### src/hw/rtl/console_line_editor_defines.svh
// assertion macros for the console line editor
// no dependencies; included by the top level only
`ifndef CONSOLE_LINE_EDITOR_DEFINES_SVH
`define CONSOLE_LINE_EDITOR_DEFINES_SVH

// same-cycle implication, disabled while reset is asserted
`define CLE_ASSERT_IMPLY(label, clk, rst_n, ante, cons, msg) \
    label: assert property (@(posedge clk) disable iff (!rst_n) (ante) |-> (cons)) \
        else $error(msg);

// next-cycle implication, disabled while reset is asserted
`define CLE_ASSERT_NEXT(label, clk, rst_n, ante, cons, msg) \
    label: assert property (@(posedge clk) disable iff (!rst_n) (ante) |=> (cons)) \
        else $error(msg);

`endif

### src/hw/rtl/cle_pkg.sv
// shared types and constants for the console line editor
// no dependencies; used by the front end, queue, back end and top level
package cle_pkg;

    // command codes
    localparam logic [1:0] CMD_BYTE    = 2'd0;
    localparam logic [1:0] CMD_READ    = 2'd1;
    localparam logic [1:0] CMD_BACK    = 2'd2;
    localparam logic [1:0] CMD_DISCARD = 2'd3;

    // status codes
    localparam logic [1:0] STAT_OK      = 2'd0;
    localparam logic [1:0] STAT_NO_LINE = 2'd1;
    localparam logic [1:0] STAT_FULL    = 2'd2;
    localparam logic [1:0] STAT_BUSY    = 2'd3;

    // keyboard bytes
    localparam logic [7:0] K_BS      = 8'h08;
    localparam logic [7:0] K_TAB     = 8'h09;
    localparam logic [7:0] K_NL      = 8'h0A;
    localparam logic [7:0] K_CR      = 8'h0D;
    localparam logic [7:0] K_CTRL_R  = 8'h12;
    localparam logic [7:0] K_CTRL_U  = 8'h15;
    localparam logic [7:0] K_CTRL_W  = 8'h17;
    localparam logic [7:0] K_SP      = 8'h20;
    localparam logic [7:0] K_R       = 8'h52;
    localparam logic [7:0] K_CARET   = 8'h5E;
    localparam logic [7:0] K_DEL     = 8'h7F;
    localparam logic [7:0] CTRL_FLIP = 8'h40;

    // echo packing
    localparam logic [3:0] ECHO_FULL   = 4'd8;
    localparam int         MAX_RESULTS = 48;
    localparam int         SPILL_W     = $clog2(MAX_RESULTS);

    // front to back queue
    localparam int QUEUE_DEPTH = 2;

    typedef struct packed {
        logic [1:0] cmd;
        logic [7:0] in_byte;
        logic       skip_blanks;
    } t_in_item;

    typedef struct packed {
        logic [63:0] echo_data;
        logic [3:0]  echo_count;
        logic [7:0]  read_char;
        logic        line_ready;
        logic [1:0]  status;
        logic        last;
    } t_out_item;

    typedef enum logic [2:0] {
        OP_STORE,
        OP_ERASE1,
        OP_KILL,
        OP_REPRINT,
        OP_WERASE,
        OP_READ,
        OP_BACK,
        OP_DISCARD
    } t_op;

    typedef struct packed {
        t_op        op;
        logic [7:0] data;
        logic       skip;
    } t_op_item;

    typedef enum logic [3:0] {
        S_IDLE,
        S_DECIDE,
        S_E1,
        S_E2,
        S_E3,
        S_WREAD,
        S_WTEST,
        S_RPRD,
        S_RPWR,
        S_RDNEXT,
        S_RDWAIT,
        S_DONE
    } t_state;

endpackage

### src/hw/rtl/cle_ram.sv
// generic simple dual-port ram, one write and one registered read port
// no dependencies
module cle_ram #(
    parameter int WIDTH = 8,
    parameter int DEPTH = 128
) (
    input  logic                     i_clk,
    input  logic                     i_we,
    input  logic [$clog2(DEPTH)-1:0] i_waddr,
    input  logic [WIDTH-1:0]         i_wdata,
    input  logic                     i_re,
    input  logic [$clog2(DEPTH)-1:0] i_raddr,
    output logic [WIDTH-1:0]         o_rdata
);

    logic [WIDTH-1:0] r_mem [DEPTH];
    logic [WIDTH-1:0] r_rdata;

    always_ff @(posedge i_clk) begin
        if (i_we) begin
            r_mem[i_waddr] <= i_wdata;
        end
        if (i_re) begin
            r_rdata <= r_mem[i_raddr];
        end
    end

    assign o_rdata = r_rdata;

endmodule

### src/hw/rtl/cle_front.sv
// front end: takes commands, classifies them into operations for the back end
// depends on cle_pkg
module cle_front (
    input  logic              i_clk,
    input  logic              i_rst_n,
    input  logic              i_start,
    input  cle_pkg::t_in_item i_item,
    input  logic              i_q_full,
    output logic              o_busy,
    output logic              o_push,
    output cle_pkg::t_op_item o_entry
);

    logic              r_valid;
    logic              n_valid;
    cle_pkg::t_op_item r_entry;
    cle_pkg::t_op_item w_class;
    logic              w_accept;

    always_comb begin
        w_class.data = i_item.in_byte;
        w_class.skip = i_item.skip_blanks;
        case (i_item.cmd)
            cle_pkg::CMD_BYTE: begin
                case (i_item.in_byte)
                    cle_pkg::K_BS, cle_pkg::K_DEL: w_class.op = cle_pkg::OP_ERASE1;
                    cle_pkg::K_CTRL_U:             w_class.op = cle_pkg::OP_KILL;
                    cle_pkg::K_CTRL_R:             w_class.op = cle_pkg::OP_REPRINT;
                    cle_pkg::K_CTRL_W:             w_class.op = cle_pkg::OP_WERASE;
                    default:                       w_class.op = cle_pkg::OP_STORE;
                endcase
            end
            cle_pkg::CMD_READ: w_class.op = cle_pkg::OP_READ;
            cle_pkg::CMD_BACK: w_class.op = cle_pkg::OP_BACK;
            // discard line
            default:           w_class.op = cle_pkg::OP_DISCARD;
        endcase
    end

    assign o_busy   = r_valid && i_q_full;
    assign w_accept = i_start && !o_busy;
    assign o_push   = r_valid && !i_q_full;
    assign o_entry  = r_entry;

    always_comb begin
        n_valid = r_valid;
        if (w_accept) begin
            n_valid = 1'b1;
        end else if (o_push) begin
            n_valid = 1'b0;
        end
    end

    always_ff @(posedge i_clk) begin
        if (!i_rst_n) begin
            r_valid <= 1'b0;
        end else begin
            r_valid <= n_valid;
        end
    end

    always_ff @(posedge i_clk) begin
        if (w_accept) begin
            r_entry <= w_class;
        end
    end

endmodule

### src/hw/rtl/cle_queue.sv
// short fifo of classified operations between front and back end
// depends on cle_pkg
module cle_queue (
    input  logic              i_clk,
    input  logic              i_rst_n,
    input  logic              i_push,
    input  cle_pkg::t_op_item i_data,
    output logic              o_full,
    input  logic              i_pop,
    output logic              o_empty,
    output cle_pkg::t_op_item o_data
);

    localparam int PW = (cle_pkg::QUEUE_DEPTH > 1) ? $clog2(cle_pkg::QUEUE_DEPTH) : 1;
    localparam int CW = $clog2(cle_pkg::QUEUE_DEPTH + 1);
    localparam logic [PW-1:0] PTR_LAST = PW'(cle_pkg::QUEUE_DEPTH - 1);
    localparam logic [CW-1:0] CNT_FULL = CW'(cle_pkg::QUEUE_DEPTH);

    cle_pkg::t_op_item r_mem [cle_pkg::QUEUE_DEPTH];
    logic [PW-1:0]     r_wptr, n_wptr;
    logic [PW-1:0]     r_rptr, n_rptr;
    logic [CW-1:0]     r_count, n_count;

    assign o_full  = (r_count == CNT_FULL);
    assign o_empty = (r_count == '0);
    assign o_data  = r_mem[r_rptr];

    always_comb begin
        n_wptr  = r_wptr;
        n_rptr  = r_rptr;
        n_count = r_count;
        if (i_push) begin
            n_wptr = (r_wptr == PTR_LAST) ? '0 : r_wptr + 1'b1;
        end
        if (i_pop) begin
            n_rptr = (r_rptr == PTR_LAST) ? '0 : r_rptr + 1'b1;
        end
        if (i_push && !i_pop) begin
            n_count = r_count + 1'b1;
        end else if (i_pop && !i_push) begin
            n_count = r_count - 1'b1;
        end
    end

    always_ff @(posedge i_clk) begin
        if (!i_rst_n) begin
            r_wptr  <= '0;
            r_rptr  <= '0;
            r_count <= '0;
        end else begin
            r_wptr  <= n_wptr;
            r_rptr  <= n_rptr;
            r_count <= n_count;
        end
    end

    always_ff @(posedge i_clk) begin
        if (i_push) begin
            r_mem[r_wptr] <= i_data;
        end
    end

endmodule

### src/hw/rtl/cle_back.sv
// back end: line buffer, edit sequencer and echo packing
// depends on cle_pkg and cle_ram
module cle_back #(
    parameter int LINE_DEPTH = 128
) (
    input  logic               i_clk,
    input  logic               i_rst_n,
    input  logic               i_q_empty,
    input  cle_pkg::t_op_item  i_q_data,
    output logic               o_pop,
    output logic               o_strobe,
    output cle_pkg::t_out_item o_result
);

    localparam int AW = $clog2(LINE_DEPTH);
    localparam int FW = $clog2(LINE_DEPTH + 1);
    localparam logic [FW-1:0] FILL_MAX = FW'(LINE_DEPTH);
    localparam logic [cle_pkg::SPILL_W-1:0] SPILL_LAST =
        cle_pkg::SPILL_W'(cle_pkg::MAX_RESULTS - 1);

    cle_pkg::t_state    r_state, n_state;
    cle_pkg::t_op       r_op, n_op;
    logic [7:0]         r_data, n_data;
    logic               r_skip, n_skip;
    logic [FW-1:0]      r_fill, n_fill;
    logic [FW-1:0]      r_rp, n_rp;
    logic [FW-1:0]      r_idx, n_idx;
    logic               r_complete, n_complete;
    logic               r_word, n_word;
    logic [1:0]         r_status, n_status;
    logic [7:0]         r_rc, n_rc;
    logic [63:0]        r_acc, n_acc;
    logic [3:0]         r_cnt, n_cnt;
    logic [cle_pkg::SPILL_W-1:0] r_nspill, n_nspill;
    logic               r_strobe, n_strobe;
    cle_pkg::t_out_item r_out, n_out;

    logic          w_we;
    logic [AW-1:0] w_waddr;
    logic [7:0]    w_wdata;
    logic          w_re;
    logic [AW-1:0] w_raddr;
    logic [7:0]    w_rdata;

    logic          w_app;
    logic [7:0]    w_app_byte;
    logic [FW-1:0] w_fill_m1;
    logic          w_fill_zero;
    logic          w_rd_blank;
    logic          w_rd_space;
    logic          w_show_caret;

    cle_ram #(
        .WIDTH (8),
        .DEPTH (LINE_DEPTH)
    ) u_line_ram (
        .i_clk   (i_clk),
        .i_we    (w_we),
        .i_waddr (w_waddr),
        .i_wdata (w_wdata),
        .i_re    (w_re),
        .i_raddr (w_raddr),
        .o_rdata (w_rdata)
    );

    assign w_fill_m1    = r_fill - 1'b1;
    assign w_fill_zero  = (r_fill == '0);
    assign w_rd_blank   = (w_rdata == cle_pkg::K_SP) ||
                          (w_rdata inside {[cle_pkg::K_TAB:cle_pkg::K_CR]});
    assign w_rd_space   = (w_rdata == cle_pkg::K_SP) || (w_rdata == cle_pkg::K_TAB);
    assign w_show_caret = (r_data < cle_pkg::K_SP) && (r_data != cle_pkg::K_TAB) &&
                          (r_data != cle_pkg::K_NL);

    // next state
    always_comb begin
        n_state = r_state;
        case (r_state)
            cle_pkg::S_IDLE: begin
                if (!i_q_empty) begin
                    n_state = cle_pkg::S_DECIDE;
                end
            end
            cle_pkg::S_DECIDE: begin
                case (r_op)
                    cle_pkg::OP_ERASE1, cle_pkg::OP_KILL: begin
                        n_state = (r_complete || w_fill_zero) ? cle_pkg::S_DONE : cle_pkg::S_E1;
                    end
                    cle_pkg::OP_WERASE: begin
                        n_state = r_complete ? cle_pkg::S_DONE : cle_pkg::S_WREAD;
                    end
                    cle_pkg::OP_REPRINT: begin
                        n_state = r_complete ? cle_pkg::S_DONE : cle_pkg::S_RPRD;
                    end
                    cle_pkg::OP_READ: begin
                        n_state = r_complete ? cle_pkg::S_RDNEXT : cle_pkg::S_DONE;
                    end
                    default: n_state = cle_pkg::S_DONE;
                endcase
            end
            cle_pkg::S_E1: n_state = cle_pkg::S_E2;
            cle_pkg::S_E2: n_state = cle_pkg::S_E3;
            cle_pkg::S_E3: begin
                case (r_op)
                    cle_pkg::OP_KILL: begin
                        n_state = (w_fill_m1 == '0) ? cle_pkg::S_DONE : cle_pkg::S_E1;
                    end
                    cle_pkg::OP_WERASE: n_state = cle_pkg::S_WREAD;
                    default:            n_state = cle_pkg::S_DONE;
                endcase
            end
            cle_pkg::S_WREAD: begin
                n_state = w_fill_zero ? cle_pkg::S_DONE : cle_pkg::S_WTEST;
            end
            cle_pkg::S_WTEST: begin
                // word phase ends at the first blank before the word
                n_state = (r_word && w_rd_blank) ? cle_pkg::S_DONE : cle_pkg::S_E1;
            end
            cle_pkg::S_RPRD: begin
                n_state = (r_idx < r_fill) ? cle_pkg::S_RPWR : cle_pkg::S_DONE;
            end
            cle_pkg::S_RPWR: n_state = cle_pkg::S_RPRD;
            cle_pkg::S_RDNEXT: begin
                n_state = (r_rp < r_fill) ? cle_pkg::S_RDWAIT : cle_pkg::S_DONE;
            end
            cle_pkg::S_RDWAIT: begin
                n_state = (r_skip && w_rd_space) ? cle_pkg::S_RDNEXT : cle_pkg::S_DONE;
            end
            cle_pkg::S_DONE: n_state = cle_pkg::S_IDLE;
            default:         n_state = cle_pkg::S_IDLE;
        endcase
    end

    // datapath and outputs
    always_comb begin
        n_op       = r_op;
        n_data     = r_data;
        n_skip     = r_skip;
        n_fill     = r_fill;
        n_rp       = r_rp;
        n_idx      = r_idx;
        n_complete = r_complete;
        n_word     = r_word;
        n_status   = r_status;
        n_rc       = r_rc;
        n_acc      = r_acc;
        n_cnt      = r_cnt;
        n_nspill   = r_nspill;
        n_strobe   = 1'b0;
        n_out      = r_out;
        o_pop      = 1'b0;
        w_we       = 1'b0;
        w_waddr    = r_fill[AW-1:0];
        w_wdata    = r_data;
        w_re       = 1'b0;
        w_raddr    = '0;
        w_app      = 1'b0;
        w_app_byte = cle_pkg::K_BS;

        case (r_state)
            cle_pkg::S_IDLE: begin
                if (!i_q_empty) begin
                    o_pop    = 1'b1;
                    n_op     = i_q_data.op;
                    n_data   = i_q_data.data;
                    n_skip   = i_q_data.skip;
                    n_status = cle_pkg::STAT_OK;
                    n_rc     = '0;
                end
            end
            cle_pkg::S_DECIDE: begin
                case (r_op)
                    cle_pkg::OP_STORE: begin
                        if (r_complete) begin
                            n_status = cle_pkg::STAT_BUSY;
                        end else if (r_fill == FILL_MAX) begin
                            n_status = cle_pkg::STAT_FULL;
                        end else begin
                            w_we   = 1'b1;
                            n_fill = r_fill + 1'b1;
                            if (w_show_caret) begin
                                n_acc = {48'b0, r_data ^ cle_pkg::CTRL_FLIP, cle_pkg::K_CARET};
                                n_cnt = 4'd2;
                            end else begin
                                n_acc = {56'b0, r_data};
                                n_cnt = 4'd1;
                            end
                            if (r_data == cle_pkg::K_NL) begin
                                n_complete = 1'b1;
                                n_rp       = '0;
                            end
                        end
                    end
                    cle_pkg::OP_ERASE1, cle_pkg::OP_KILL: begin
                        if (r_complete) begin
                            n_status = cle_pkg::STAT_BUSY;
                        end
                    end
                    cle_pkg::OP_WERASE: begin
                        n_word = 1'b0;
                        if (r_complete) begin
                            n_status = cle_pkg::STAT_BUSY;
                        end
                    end
                    cle_pkg::OP_REPRINT: begin
                        if (r_complete) begin
                            n_status = cle_pkg::STAT_BUSY;
                        end else begin
                            n_acc = {40'b0, cle_pkg::K_NL, cle_pkg::K_R, cle_pkg::K_CARET};
                            n_cnt = 4'd3;
                            n_idx = '0;
                        end
                    end
                    cle_pkg::OP_READ: begin
                        if (!r_complete) begin
                            n_status = cle_pkg::STAT_NO_LINE;
                        end
                    end
                    cle_pkg::OP_BACK: begin
                        if (!r_complete) begin
                            n_status = cle_pkg::STAT_NO_LINE;
                        end else if (r_rp != '0) begin
                            n_rp = r_rp - 1'b1;
                        end
                    end
                    default: begin
                        // discard line
                        n_complete = 1'b0;
                        n_fill     = '0;
                        n_rp       = '0;
                    end
                endcase
            end
            cle_pkg::S_E1: begin
                w_app = 1'b1;
            end
            cle_pkg::S_E2: begin
                w_app      = 1'b1;
                w_app_byte = cle_pkg::K_SP;
            end
            cle_pkg::S_E3: begin
                w_app  = 1'b1;
                n_fill = w_fill_m1;
            end
            cle_pkg::S_WREAD: begin
                w_re    = !w_fill_zero;
                w_raddr = w_fill_m1[AW-1:0];
            end
            cle_pkg::S_WTEST: begin
                n_word = r_word || !w_rd_blank;
            end
            cle_pkg::S_RPRD: begin
                if (r_idx < r_fill) begin
                    w_re    = 1'b1;
                    w_raddr = r_idx[AW-1:0];
                    n_idx   = r_idx + 1'b1;
                end
            end
            cle_pkg::S_RPWR: begin
                w_app      = 1'b1;
                w_app_byte = w_rdata;
            end
            cle_pkg::S_RDNEXT: begin
                if (r_rp < r_fill) begin
                    w_re    = 1'b1;
                    w_raddr = r_rp[AW-1:0];
                    n_rp    = r_rp + 1'b1;
                end else begin
                    n_rc = '0;
                end
            end
            cle_pkg::S_RDWAIT: begin
                n_rc = w_rdata;
            end
            cle_pkg::S_DONE: begin
                n_strobe         = 1'b1;
                n_out.echo_data  = r_acc;
                n_out.echo_count = r_cnt;
                n_out.read_char  = r_rc;
                n_out.line_ready = r_complete;
                n_out.status     = r_status;
                n_out.last       = 1'b1;
                n_acc            = '0;
                n_cnt            = '0;
                n_nspill         = '0;
            end
            default: begin
                n_strobe = 1'b0;
            end
        endcase

        // the next echo byte sends a full group, if spills remain
        if (w_app) begin
            if (r_cnt == cle_pkg::ECHO_FULL) begin
                if (r_nspill != SPILL_LAST) begin
                    n_strobe         = 1'b1;
                    n_out.echo_data  = r_acc;
                    n_out.echo_count = r_cnt;
                    n_out.read_char  = '0;
                    n_out.line_ready = r_complete;
                    n_out.status     = r_status;
                    n_out.last       = 1'b0;
                    n_acc            = {56'b0, w_app_byte};
                    n_cnt            = 4'd1;
                    n_nspill         = r_nspill + 1'b1;
                end
            end else begin
                n_acc[{r_cnt[2:0], 3'b000} +: 8] = w_app_byte;
                n_cnt = r_cnt + 1'b1;
            end
        end
    end

    always_ff @(posedge i_clk) begin
        if (!i_rst_n) begin
            r_state    <= cle_pkg::S_IDLE;
            r_fill     <= '0;
            r_rp       <= '0;
            r_complete <= 1'b0;
            r_acc      <= '0;
            r_cnt      <= '0;
            r_nspill   <= '0;
            r_strobe   <= 1'b0;
        end else begin
            r_state    <= n_state;
            r_fill     <= n_fill;
            r_rp       <= n_rp;
            r_complete <= n_complete;
            r_acc      <= n_acc;
            r_cnt      <= n_cnt;
            r_nspill   <= n_nspill;
            r_strobe   <= n_strobe;
        end
    end

    always_ff @(posedge i_clk) begin
        r_op     <= n_op;
        r_data   <= n_data;
        r_skip   <= n_skip;
        r_idx    <= n_idx;
        r_word   <= n_word;
        r_status <= n_status;
        r_rc     <= n_rc;
        r_out    <= n_out;
    end

    assign o_strobe = r_strobe;
    assign o_result = r_out;

endmodule

### src/hw/rtl/console_line_editor.sv
// console line editor top level: front end, operation queue and back end
// depends on cle_pkg, cle_front, cle_queue, cle_back and the assertion macro header
//
// Commands are taken when start is high and busy is low; busy rises only when the
// front register and the two-entry operation queue are all occupied. Results leave
// on o_result for one cycle each, marked by o_strobe, and cannot be held off, so
// the receiver must take every strobed result. A taken command passes the front
// register and the operation queue to the back end, where every command takes
// IDLE, DECIDE and DONE; an erased character adds E1, E2 and E3 (one per echo
// byte), Ctrl-W adds WREAD, WTEST per examined character, Ctrl-R adds RPRD, RPWR
// per reprinted character, and a read adds RDNEXT and RDWAIT (only RDNEXT at the
// line end), both again per skipped blank. The per character steps come from the
// line buffer RAM's one registered read port and one echo byte packed per cycle.
`include "console_line_editor_defines.svh"

module console_line_editor #(
    parameter int LINE_DEPTH = 128
) (
    input  logic               i_clk,
    input  logic               i_rst_n,
    input  logic               start,
    output logic               busy,
    input  cle_pkg::t_in_item  i_item,
    output logic               o_strobe,
    output cle_pkg::t_out_item o_result
);

    logic              w_push;
    logic              w_q_full;
    logic              w_q_empty;
    logic              w_pop;
    cle_pkg::t_op_item w_entry;
    cle_pkg::t_op_item w_q_data;

    cle_front u_front (
        .i_clk    (i_clk),
        .i_rst_n  (i_rst_n),
        .i_start  (start),
        .i_item   (i_item),
        .i_q_full (w_q_full),
        .o_busy   (busy),
        .o_push   (w_push),
        .o_entry  (w_entry)
    );

    cle_queue u_queue (
        .i_clk   (i_clk),
        .i_rst_n (i_rst_n),
        .i_push  (w_push),
        .i_data  (w_entry),
        .o_full  (w_q_full),
        .i_pop   (w_pop),
        .o_empty (w_q_empty),
        .o_data  (w_q_data)
    );

    cle_back #(
        .LINE_DEPTH (LINE_DEPTH)
    ) u_back (
        .i_clk     (i_clk),
        .i_rst_n   (i_rst_n),
        .i_q_empty (w_q_empty),
        .i_q_data  (w_q_data),
        .o_pop     (w_pop),
        .o_strobe  (o_strobe),
        .o_result  (o_result)
    );

    // only the final result of a command may carry a partial echo group
    `CLE_ASSERT_IMPLY(a_spill_full, i_clk, i_rst_n, o_strobe && !o_result.last, o_result.echo_count == cle_pkg::ECHO_FULL, "non-final result without a full echo group")
    // refused commands echo nothing and return no character
    `CLE_ASSERT_IMPLY(a_refused_quiet, i_clk, i_rst_n, o_strobe && (o_result.status != cle_pkg::STAT_OK), (o_result.echo_count == 4'd0) && (o_result.read_char == 8'd0), "refused command produced echo or data")
    // a byte is dropped as busy only while a completed line is held
    `CLE_ASSERT_IMPLY(a_busy_line, i_clk, i_rst_n, o_strobe && (o_result.status == cle_pkg::STAT_BUSY), o_result.line_ready, "busy drop without a held line")
    // a transfer from the front stage always lands in the queue
    `CLE_ASSERT_NEXT(a_push_lands, i_clk, i_rst_n, w_push, !w_q_empty, "pushed operation missing from queue")

endmodule
### config.mk
export PLATFORM = sky130hd
export DESIGN_NAME = console_line_editor
export DESIGN_NICKNAME = d
export VERILOG_FILES = /design/src/hw/rtl/cle_pkg.sv /design/src/hw/rtl/cle_ram.sv /design/src/hw/rtl/cle_front.sv /design/src/hw/rtl/cle_queue.sv /design/src/hw/rtl/cle_back.sv /design/src/hw/rtl/console_line_editor.sv
export VERILOG_INCLUDE_DIRS = /design/src /design/src/hw/rtl
export SDC_FILE = /design/constraint.sdc
export NUM_CORES = 2
export LEC_CHECK = 0
export ABC_AREA = 1
export BUFFER_PORTS_ARGS = -buffer_cell sky130_fd_sc_hd__buf_4
export CAP_MARGIN = 25
export CORE_UTILIZATION = 55
export DETAILED_ROUTE_END_ITERATION = 16
export GPL_TIMING_DRIVEN = 0
export PLACE_DENSITY = 0.71
export SYNTH_ARGS = -nofsm -noshare
export SYNTH_HDL_FRONTEND = slang
export SYNTH_SLANG_ARGS = --single-unit
### constraint.sdc
create_clock -name i_clk -period 3.94 [get_ports i_clk]
set_input_delay 0.197 -clock i_clk [delete_from_list [all_inputs] [get_ports i_clk]]
set_output_delay 0.197 -clock i_clk [all_outputs]
set_load 0.005 [all_outputs]
==> impl_results.md <==
- Core area: 104000 um2
- Cell mode on critical path: nand2_1
- Peak VDD IR: 436 uV
- Filler instances: 8136
- Worst skew pair latency: 0.77 ns
- Total CTS buffers: 136
- Clk buf depth: 3
- Final Skew: 0.0468 ns
- Syn nets: 5976
- Footprint of the multi-input gates: 16300 um2
- # port buffers: 94
- Crit path DAT: 4.39 ns
- Mapped cell area: 57900 um2
- Crit start category: flop
- Share of flip-flops with an asynchronous set or reset: 0%
- Final Wtd Congestion: 1.02
- CP required: 4.43 ns
- Achievable Freq: 256 MHz
- Global Route Usage Sum: 33.2%
- Worst-Margin Slew: 1.16 ns
- R2R Path Start: u_back.r_fill[2]
- Root Buffer: clkbuf_16
- Max-Cap Viols: 0
- H-tree Lvls: 4
- Relative slew margins: 21.8%
- Max incr delay on CP: 0.32 ns
- Vias/cell: 5.89
- Starting Density: 55.7%
- Place WS: -0.895 ns
- Crit share post-route: 99.1%
- Cell taking the most area after synthesis: edfxtp_1
- #FFs+latches synth: 1280
- RSZ-0062 raised after global routing: yes
- Hold path depth: 3
- TritonCTS clock tree: done
- Final HPWL DP: 129000 um
- Cell row count: 118
- Hold Path Class: in2reg
- Initial antenna violation count: 2
- Hold WS: 0.127 ns
- Vias: 45700
- Final hold vios: 0
- Routed length per instance: 23.2 um
- Nets: 6302
- Layout area overhead: 16.7%
- Post-synth EDFFs: 1099
- Main synth FF type: edfxtp_1
- Drt total wl: 180000 um
- R2R setup slack: 0.04 ns
- Fin worst setup slack: 0.0369 ns
- Top-area cell type share of the netlist area: 57.0%
- Die width: 326 um
- Drt drc: 0
- Gate Count Post-Synth: 5934
- Number of global-route vias before repair: 42400
- Detailed Route Iter0 Violations: 6886
- Setup crit end kind: flop
- Pwr per Cell Area: 595 nW/um2
- Leakage power: 27.3 nW
- Hold worst-path end: u_queue.r_count[1]
- Synth Area per Inst: 9.76 um2
- Largest net degree at the start of global routing: 26
- I/O pin count: 96
- First-pass iteration count of the detailed router: 6
- Synth top area cells: edfxtp_1, nand3_1, inv_1
- CP max FO: 10
- Clock sink count: 1280
- R2R depth: 21
- Outcome: finished, final reports clean
- Synth unique cells: 51
- Hold_sp: i_rst_n
- Die H: 326 um
- Crit Path Class: reg2reg
- R2R Path End: u_back.u_line_ram.o_rdata[7]
- Syn. warnings: 0
- Crit-path slowest cell: dfxtp_1
- Clk pin slew, worst setup/hold paths: 0.07 ns
- GR Overflow Total: 0
- Sequential standard cell area: 36600 um2
- Post-route core utilization: 65.0%
- Global-route wire length before repair: 263000 um
- Layout cells sized above 1: 12.4%
- Setup TNS: 0 ns
- Final setup fails: 0
- Routed Antenna Nets: 0
- Sequential area share after synthesis: 63.3%
- Max Slew Vio Count: 0
- Die ar.: 107000 um2
- Critical Path, Cell by Cell: buf_4 > clkinvlp_4 > ha_1 > nand2_1 > inv_1 > nand2_1 > nand2_1 > nand2_2 > nand4_4 > nand3_4 > buf_2 > clkbuf_4 > nand2_1 > nand3_1 > nand3_1 > nand3_1 > nand3_1 > nand3_1 > nand2_1 > nand2_1 > nand2_1
- Tmin final: 3.90 ns
[cells in the mapped netlist, drive strengths merged (13+ instances only)]
library cell  count
clkbuf          150
inv            1097
a211oi           19
nor2            270
a221oi           13
o21ai           214
o211ai           33
ha               28
nor3             31
buf             206
nand3           912
a21oi           118
edfxtp         1099
nand2          1075
dfxtp           181
nand4           399
[per-stage QoR]
stage / total power (W) / area [um2] / std cells
after global placement: 0.0260 / 60300 / 7408
after CTS: 0.0398 / 67300 / 7742
after detailed placement: 0.0274 / 62000 / 7474
after floorplan: 0.0222 / 57900 / 5934
final: 0.0402 / 67600 / 7745
after global routing: 0.0413 / 67600 / 7744
[repair_timing]
action,in CTS,in global routing
hold buffers,14,0
setup endpoints to repair,985,1016
resized for setup,222,139
pin swaps,4,3
buffers inserted,12,2
cloned,0,0
endpoints found under the hold margin,13,0
[layout by cell type, fill, tap and decap left out, drive strengths merged, types with 5 or more instances in the layout]
| master | instances |
|---|---|
| inv | 1098 |
| bufinv | 8 |
| a21oi | 118 |
| nand3 | 912 |
| ha | 28 |
| o32ai | 11 |
| clkinvlp | 7 |
| dlygate4sd3 | 14 |
| edfxtp | 1099 |
| o211ai | 33 |
| o221ai | 6 |
| nand4 | 399 |
| a211oi | 19 |
| nor4 | 7 |
| clkbuf | 334 |
| o21ai | 214 |
| nor3 | 31 |
| clkinv | 58 |
| o22ai | 10 |
| o21a | 5 |
| dfxtp | 181 |
| a221oi | 13 |
| xor2 | 9 |
| nand2 | 1075 |
| a31oi | 11 |
| buf | 367 |
| nor2 | 270 |
[state kept, by name, indices dropped and copies added, names as in the netlist, 12 cells and up]
register / flops
u_back.o_result: 80
u_back.r_acc: 64
u_back.u_line_ram.r_mem: 1024
u_front.o_entry: 12
u_queue.r_mem: 24
[area by class of cell]
cell class | count | share of cell area (%)
Clock inverter | 71 | 0.900
Timing Repair Buffer | 190 | 3.97
Tap cell | 1380 | 2.55
Multi-Input combinational cell | 3198 | 24.1
Antenna cell | 1 | 0.00370
Clock buffer | 171 | 5.45
Sequential cell | 1280 | 54.2
Buffer | 354 | 2.70
Inverter | 1100 | 6.12
[worst max-delay path by stage]
stage / start / to / slack (ns) / cells after the start
final: u_back.r_fill[2] / u_back.u_line_ram.o_rdata[7] / 0.04 / 21
after global routing: u_back.r_fill[2] / u_back.u_line_ram.o_rdata[1] / -0.01 / 22
after floorplan: u_back.r_data[2] / u_back.r_acc[12] / 0.49 / 12
after CTS: u_back.r_fill[1] / u_back.u_line_ram.r_mem[77][2] / 0.004 / 18
after global placement: u_back.r_data[1] / u_back.r_rp[6] / -3.24 / 10
after detailed placement: u_back.r_fill[1] / u_back.u_line_ram.r_mem[106][0] / -0.89 / 18
[per-layer routing]
layer | track usage (%) | share of wire, % | vias up
li1 | - | - | 20800
met1 | 46.0 | 39 | 21600
met2 | 50.6 | 45 | 2778
met3 | 7.57 | 12 | 460
met4 | 14.0 | 4.2 | 0
met5 | 0 | 0 | -
[critical path: cells and delay by family (launching register included)]
family	cells	cell delay [ns]
flops	1	0.32
buf+inv	5	1.02
simple gates	15	1.96
fa+ha+maj	1	0.30
[power breakdown]
part,switching (W),total (W),internal (W)
Combinational,0.00719,0.0106,0.00336
Clock,0.00531,0.0125,0.00715
Sequential,0.000524,0.0172,0.0167
[cells by family after synthesis]
| kind of cell | share of synthesized area [%] |
|---|---|
| xor+xnor | 0.151 |
| flops | 63.3 |
| buf+inv | 9.87 |
| compound gates | 4.61 |
| fa+ha+maj | 0.605 |
| simple gates | 21.5 |
No activity file was read; power rests on OpenSTA's default activity.
